[config.mk]
export PLATFORM = sky130hd
export DESIGN_NAME = mvrm_ctrl
export DESIGN_NICKNAME = d
export VERILOG_FILES = /design/src/mvrm_pkg.sv /design/src/mvrm_ctrl.sv
export SDC_FILE = /design/constraint.sdc
export NUM_CORES = 1
export LEC_CHECK = 0
export BUFFER_PORTS_ARGS = -buffer_cell sky130_fd_sc_hd__clkbuf_2
export CORE_MARGIN = 1.5
export CORE_UTILIZATION = 54
export DETAILED_ROUTE_END_ITERATION = 10
export GPL_TIMING_DRIVEN = 0
export HOLD_SLACK_MARGIN = 0.06
export PLACE_DENSITY = 0.77
export SLEW_MARGIN = 20
export SYNTH_ARGS = -nofsm -noshare
export SYNTH_HDL_FRONTEND = slang
export SYNTH_SLANG_ARGS = --single-unit
export TNS_END_PERCENT = 10
[constraint.sdc]
create_clock -name clk -period 3.1 [get_ports clk]
set_clock_uncertainty 0.15 [all_clocks]
set_input_delay 0.155 -clock clk [delete_from_list [all_inputs] [get_ports clk]]
set_output_delay 0.155 -clock clk [all_outputs]
set_load 0.02 [all_outputs]
[src/mvrm_pkg.sv]
// ----------------------------------------------------------------------------
// mvrm_pkg
// shared types, codes and constants of the multi-voice resampling mixer
// ----------------------------------------------------------------------------
package mvrm_pkg;

  localparam int VOICES_DEF       = 16;
  localparam int SAMPLE_WORDS_DEF = 65536;

  // operation codes carried in tuser
  localparam logic [2:0] OP_LOAD   = 3'd0;
  localparam logic [2:0] OP_START  = 3'd1;
  localparam logic [2:0] OP_VOLUME = 3'd2;
  localparam logic [2:0] OP_PITCH  = 3'd3;
  localparam logic [2:0] OP_TICK   = 3'd4;

  // configuration register indexes
  localparam int         CFG_IDX_W    = 8;
  localparam logic [7:0] CFG_MASTER_L = 8'd0;
  localparam logic [7:0] CFG_MASTER_R = 8'd1;

  localparam int IN_DATA_W  = 120;
  localparam int IN_USER_W  = 3;
  localparam int OUT_DATA_W = 56;
  localparam int OUT_USER_W = 1;

  localparam logic [15:0] UNITY_GAIN = 16'd16384;
  localparam logic [15:0] UNITY_STEP = 16'd4096;

  // mix accumulator, 39-bit terms summed over up to 64 voices
  localparam int ACC_W = 46;

  typedef enum logic [4:0] {
    ST_NONE,
    ST_CAPTURE,
    ST_LOAD_WR,
    ST_START,
    ST_VOICE_RD,
    ST_CHECK,
    ST_SAMP0,
    ST_SAMP1,
    ST_MIX0,
    ST_MIX1,
    ST_MUL_L,
    ST_MUL_R,
    ST_WB,
    ST_NEXT,
    ST_DIVL_INIT,
    ST_DIVR_INIT,
    ST_DIV_RUN,
    ST_VOL_WB,
    ST_PITCH_WB,
    ST_FINISH
  } dp_step_t;

  typedef struct packed {
    dp_step_t step;
  } dp_cmd_t;

  typedef struct packed {
    logic [2:0] op;
    logic       cur_active;
    logic       past_end;
    logic       last_voice;
    logic       div_done;
    logic       slot_ok;
  } dp_sts_t;

  typedef struct packed {
    logic [15:0] start;
    logic [15:0] length;
    logic [27:0] position;
    logic [15:0] step;
    logic [31:0] cur_l;
    logic [31:0] cur_r;
    logic [15:0] goal_l;
    logic [15:0] goal_r;
    logic [31:0] ramp_l;
    logic [31:0] ramp_r;
  } voice_t;

  // input tdata layout, last member in the lowest bits
  typedef struct packed {
    logic [15:0]        pitch_step;
    logic [19:0]        fade_samples;
    logic [15:0]        target_right;
    logic [15:0]        target_left;
    logic [15:0]        sound_length;
    logic signed [15:0] sample_word;
    logic [15:0]        sample_address;
    logic [3:0]         voice_slot;
  } item_t;

endpackage

[src/mvrm_ctrl.sv]
// ----------------------------------------------------------------------------
// mvrm_ctrl
// operation sequencer of the mixer, drives the datapath step by step
// ----------------------------------------------------------------------------
module mvrm_ctrl (
  input  logic              clk,
  input  logic              rst_n,
  input  logic              in_tvalid,
  output logic              in_tready,
  output logic              out_tvalid,
  input  logic              out_tready,
  output mvrm_pkg::dp_cmd_t cmd,
  input  mvrm_pkg::dp_sts_t sts
);
  import mvrm_pkg::*;

  typedef enum logic [4:0] {
    S_IDLE, S_DISP, S_LD_WAIT, S_LD_WR, S_START,
    S_T_RD, S_T_CHK, S_T_A0W, S_T_S0, S_T_A1W, S_T_S1,
    S_T_MIX0, S_T_MIX1, S_T_MULL, S_T_MULR, S_T_WB, S_T_NEXT,
    S_V_RD, S_V_DIVL0, S_V_DIVL, S_V_DIVR0, S_V_DIVR, S_V_WB,
    S_P_RD, S_P_WB, S_FIN
  } state_t;

  state_t state_r, state_nxt;
  logic   out_tvalid_r, out_tvalid_nxt;
  logic   fire;

  assign in_tready  = (state_r == S_IDLE);
  assign out_tvalid = out_tvalid_r;
  assign fire       = (state_r == S_FIN) && (!out_tvalid_r || out_tready);

  always_comb begin
    state_nxt = state_r;
    cmd.step  = ST_NONE;
    case (state_r)
      S_IDLE: begin
        if (in_tvalid) begin
          cmd.step  = ST_CAPTURE;
          state_nxt = S_DISP;
        end
      end
      S_DISP: begin
        case (sts.op)
          OP_LOAD:   state_nxt = S_LD_WAIT;
          OP_START:  state_nxt = S_START;
          OP_VOLUME: state_nxt = sts.slot_ok ? S_V_RD : S_FIN;
          OP_PITCH:  state_nxt = sts.slot_ok ? S_P_RD : S_FIN;
          OP_TICK:   state_nxt = S_T_RD;
          default:   state_nxt = S_FIN;
        endcase
      end
      S_LD_WAIT: state_nxt = S_LD_WR;
      S_LD_WR: begin
        cmd.step  = ST_LOAD_WR;
        state_nxt = S_FIN;
      end
      S_START: begin
        cmd.step  = ST_START;
        state_nxt = S_FIN;
      end
      S_T_RD: begin
        cmd.step = ST_VOICE_RD;
        if (sts.cur_active) begin
          state_nxt = S_T_CHK;
        end else begin
          state_nxt = sts.last_voice ? S_FIN : S_T_NEXT;
        end
      end
      S_T_CHK: begin
        cmd.step = ST_CHECK;
        if (sts.past_end) begin
          state_nxt = sts.last_voice ? S_FIN : S_T_NEXT;
        end else begin
          state_nxt = S_T_A0W;
        end
      end
      S_T_A0W: state_nxt = S_T_S0;
      S_T_S0: begin
        cmd.step  = ST_SAMP0;
        state_nxt = S_T_A1W;
      end
      S_T_A1W: state_nxt = S_T_S1;
      S_T_S1: begin
        cmd.step  = ST_SAMP1;
        state_nxt = S_T_MIX0;
      end
      S_T_MIX0: begin
        cmd.step  = ST_MIX0;
        state_nxt = S_T_MIX1;
      end
      S_T_MIX1: begin
        cmd.step  = ST_MIX1;
        state_nxt = S_T_MULL;
      end
      S_T_MULL: begin
        cmd.step  = ST_MUL_L;
        state_nxt = S_T_MULR;
      end
      S_T_MULR: begin
        cmd.step  = ST_MUL_R;
        state_nxt = S_T_WB;
      end
      S_T_WB: begin
        cmd.step  = ST_WB;
        state_nxt = sts.last_voice ? S_FIN : S_T_NEXT;
      end
      S_T_NEXT: begin
        cmd.step  = ST_NEXT;
        state_nxt = S_T_RD;
      end
      S_V_RD: begin
        cmd.step  = ST_VOICE_RD;
        state_nxt = S_V_DIVL0;
      end
      S_V_DIVL0: begin
        cmd.step  = ST_DIVL_INIT;
        state_nxt = S_V_DIVL;
      end
      S_V_DIVL: begin
        cmd.step = ST_DIV_RUN;
        if (sts.div_done) state_nxt = S_V_DIVR0;
      end
      S_V_DIVR0: begin
        cmd.step  = ST_DIVR_INIT;
        state_nxt = S_V_DIVR;
      end
      S_V_DIVR: begin
        cmd.step = ST_DIV_RUN;
        if (sts.div_done) state_nxt = S_V_WB;
      end
      S_V_WB: begin
        cmd.step  = ST_VOL_WB;
        state_nxt = S_FIN;
      end
      S_P_RD: begin
        cmd.step  = ST_VOICE_RD;
        state_nxt = S_P_WB;
      end
      S_P_WB: begin
        cmd.step  = ST_PITCH_WB;
        state_nxt = S_FIN;
      end
      S_FIN: begin
        if (fire) begin
          cmd.step  = ST_FINISH;
          state_nxt = S_IDLE;
        end
      end
      default: state_nxt = S_IDLE;
    endcase
  end

  always_comb begin
    out_tvalid_nxt = out_tvalid_r;
    if (fire) begin
      out_tvalid_nxt = 1'b1;
    end else if (out_tready) begin
      out_tvalid_nxt = 1'b0;
    end
  end

  always_ff @(posedge clk) begin
    if (!rst_n) begin
      state_r      <= S_IDLE;
      out_tvalid_r <= 1'b0;
    end else begin
      state_r      <= state_nxt;
      out_tvalid_r <= out_tvalid_nxt;
    end
  end

endmodule

After elaboration in Yosys (flattened, before gate mapping)
Cells that the tools add are included.
{"block": "totals", "register_bits": 6, "input_bits": 12, "out_inout_bits": 7, "wordCells": 61}
{"block": "op_classes", "n_eq_ne": 33, "mux": 16, "reduce_logical": 10}
{"operator": "$pmux 5 s23", "count": 1}
{"operator": "$pmux 5 s19", "count": 1}
{"operator": "$eq 5x5->1 const B", "count": 10}
{"operator": "$eq 5x4->1 const B", "count": 8}
{"operator": "$mux 5", "count": 7}
{"operator": "$pmux 5 s5", "count": 1}
{"operator": "$eq 5x3->1 const B", "count": 4}
{"operator": "$mux 4", "count": 3}
{"operator": "$eq 5x2->1 const B", "count": 2}
{"operator": "$ne 2x2->1 const B", "count": 4}
{"operator": "$eq 3x2->1 const B", "count": 2}
{"operator": "$eq 5x1->1 const B", "count": 1}
{"operator": "$logic_not 5->1", "count": 1}
{"operator": "$reduce_and 4->1", "count": 1}
{"operator": "$reduce_or 4->1", "count": 1}
{"operator": "$eq 3x1->1 const B", "count": 1}
{"operator": "$eq 3x3->1 const B", "count": 1}
{"operator": "$logic_not 3->1", "count": 1}
{"operator": "$mux 1", "count": 3}
{"operator": "$reduce_or 3->1", "count": 1}
{"operator": "$reduce_bool 2->1", "count": 1}
{"operator": "$reduce_or 2->1", "count": 1}
{"operator": "$logic_and 1x1->1", "count": 1}
{"operator": "$logic_not 1->1", "count": 1}
{"operator": "$logic_or 1x1->1", "count": 1}

Logic depth before layout (Yosys ltp)
{"block": "logic_depth", "ltp_word": 5, "depth_mapped": 7, "mapped_depth_nobuf": 5}

Worst setup path before layout
No wires, ideal clock.
{"block": "synth_timing", "kind": "reg2out", "from": "register state_r[2]", "to": "output cmd[3] in the netlist's numbering", "arrival_ns": 1.361, "required_ns": 2.795, "setup_slack_ns": 1.434, "path_stages_with_launch": 6, "n_path_buf": 3, "path_cell_list": "dfxtp_1 -> buf_4 -> buf_2 -> buf_2 -> a211o_1 -> o22ai_1"}
{"element": "start: declaration", "line": "mvrm_ctrl.sv:25", "source": "state_t state_r, state_nxt;"}
{"element": "start signal: assignment", "line": "mvrm_ctrl.sv:168", "source": "state_r <= state_nxt;"}
{"element": "end: declaration", "line": "mvrm_ctrl.sv:12", "source": "output mvrm_pkg::dp_cmd_t cmd,"}

==> flow_summary_export.csv <==
group,metric,value,unit
routing,viasPerCell,6.582,
routing,drt_iter0_markers,94,
floorplanning,rows,15,
synth,synth.top_cell.area_share,12.21,%
setup_path,end_kind,"output port",
timing,rsz0062_at_grt,"no",
synth,ys_types,48,
clock_network,cts-root-buf,"clkbuf_4",
finish,areaGrowthSynthToFinish,14.63,%
clock_network,worstSkewPairLatency,0.25,ns
run_status,status,"complete, no violations",
synth,muxShareOfSynthArea,0,%
finish,filler_cell_count,174,
setup_path,startpoint,"state_r[1]",
synth,synth_fa_ha_area_share,0,%
finish,multi_input_area,755.7,µm²
synth,synth-compound-area-share,38.17,%
timing,final-hold-violation-count,0,
synth,synth_top_area_cell,"dfxtp_1",
min_path,hold_depth,2,
timing,maxSlewViolCount,0,
floorplanning,die_area,0.002086,mm²
routing,wl_met2,1313,µm
floorplanning,fp.dieW,45.68,µm
finish,final_area,0.001127,mm²
synth,ys.warnings.count,0,
setup_path,r2r_slack,1.33,ns
power,ir_drop,0.0004845,V
global_route,grt_pass1_wl,4485,µm
setup_path,critPathKind,"flip-flop to output port",
synth,synthTopCellsByCount,"a21oi_1, nand2_1, nor2_1",
setup_path,critPathArrivalTime,1.86,ns
min_path,hp-class,"input pin to flip-flop",
synth,netlist_instances,143,
routing,wirelength,2911,µm
power,leakagePower,0.4450,nW
setup_path,cp_max_fo,10,
synth,syn_avg_cell_area,6.877,µm²
min_path,min_from,"rst_n",
setup_path,reg2reg_from,"state_r[4]",
placement,hpwl,2178,µm
clock_network,cts_tree,"done",
finish,antenna_cells,0,
routing,wl_met3,347,µm
timing,worst_pin_slew,0.4121,ns
global_route,grt_pass1_vias,1020,
floorplanning,fp.dieH,45.68,µm
clock_network,post-cts-setup-buffers,0,
timing,timing.final.crit_share,69.78,%
floorplanning,start_util,56.96,%
clock_network,cts_num_sinks,6,
timing,setup_viol,0,
timing,timing.setup.tns,0,ns
timing,slew_headroom,72.52,%
synth,yosys.area_share.xor_xnor,2.672,%
routing,wl_met1,1184,µm
routing,antenna_left,0,
power,power.density,995.4,mW/mm²
timing,finalCriticalPeriod,2.163,ns
placement,place_ws,1.246,ns
routing,dr.pass1.iters,5,
synth,ys_async_sr_fraction,0,%
global_route,grt_usage,29.58,%
setup_path,cp-start-kind,"flip-flop",
routing,via_count,1244,
clock_network,clk_pin_slew_worst_paths,0.05,ns
timing,setup_slack,0.9367,ns
synth,ys_top_cells_by_area,"dfxtp_1, a21oi_1, buf_6",
clock_network,holdBufCountCts,0,
clock_network,htreeDepth,1,
job,cap_violations,0,
synth,seq_area_frac_synth,12.21,%
synth,ys_ff_latch,6,
routing,drc_errors,0,
clock_network,cts_made_buffers,3,
placement,dpl-instance-area,0.001105,mm²
global_route,grt_antenna_before_repair,0,
clock_network,cts_buffer_depth,2,
clock_network,cts_resized,0,
synth,syn-num-nets,155,
setup_path,worstPathRequired,2.79,ns
floorplanning,core,0.001727,mm²
floorplanning,ios,19,
synth,synth_ff_type,"dfxtp_1",
placement,gp_congestion,0.9152,
finish,layout-drive-gt1-share,24.39,%
global_route,grt_max_degree,11,
global_route,gr-total-overflow,0,
synth,synth_top_family_by_area,"compound AO/OA/AOI/OAI gates",
min_path,min_to,"state_r[4]",
timing,fmax,462.3,MHz
setup_path,r2r_cells,5,
synth,synth_most_common_cell,"a21oi_1",
setup_path,reg2reg_to,"state_r[3]",
synth,syn_area,983.4,µm²
finish,nets,178,
placement,io_buffer_count,18,
synth,synth-edff-count,0,
finish,utilization,65.29,%
routing,highest_layer,"met4",
finish,seq_area,120.1,µm²
routing,wire_per_inst,15.40,µm
synth,synthSimpleGateAreaFrac,36.01,%
==> cell type report <==
type                       instances  share of cell area, %
sequential                         6                  10.65
clock buffer                       3                  1.998
multi-input combinational        120                  67.04
buffer                            12                  7.880
timing repair buffer              18                  7.991
inverter                           5                  1.665
tap                               25                  2.775
==> layer usage <==
layer | GRT usage [%] | up-vias
met3 | 7.540 | 10
met5 | 0 | -
met1 | 39.81 | 559
met4 | 6.471 | 0
li1 | - | 584
met2 | 47.04 | 91
==> layout by cell type (no fill, tap or decap), drive strengths merged, types with 4 or more instances in the layout <==
cell type	count
a21oi	16
buf	11
clkbuf	22
dfxtp	6
inv	5
nand2	12
nand3	4
nor2	11
nor2b	7
nor3	7
o21ai	9
o22ai	7
==> power breakdown <==
group	switching [W]	total, W	internal [W]	leakage [nW]
Combinational	0.000553	0.000910	0.000357	0.382
Clock	0.0000301	0.0000740	0.0000439	0.0138
Sequential	0.0000335	0.000138	0.000105	0.0490
==> state kept, by name, indices dropped and copies added (netlist names) <==
name and cells:
out_tvalid 1, state_r 5
==> worst max-delay path, stage by stage, from the launching register on <==
cell and delay [ns]:
dfxtp_1 0.49, buf_6 0.20, buf_6 0.16, nand2_2 0.08, or2_1 0.24, a21oi_1 0.15, o21a_1 0.14, clkbuf_2 0.16
==> worst max-delay path by stage <==
stage,to,slack (ns),depth (start not counted)
6_report,cmd[4],0.94,7
5_1_grt,cmd[4],0.80,7
4_1_cts,cmd[4],0.97,7
3_5_place_dp,cmd[4],1.25,7
3_3_place_gp,cmd[4],1.30,7
2_1_floorplan,cmd[3],1.43,5
==> cells by family (layout without fill, tap and decap cells) <==
group | after synthesis | count (layout)
compound gates | 54 | 54
flops | 6 | 6
simple gates | 63 | 63
xor+xnor | 3 | 3
buf+inv | 17 | 38
==> per-stage QoR <==
stage	instances	hold WS [ns]	total power (W)
finish	189	0.06489	0.001122
global route	189	0.06940	0.001194
CTS	189	0.06324	0.001103
detailed placement	186	0.3276	0.001026
global placement	186	0.3128	0.001007
floorplan	143	0.1196	0.0008179
(Power assumes the default switching activity.)
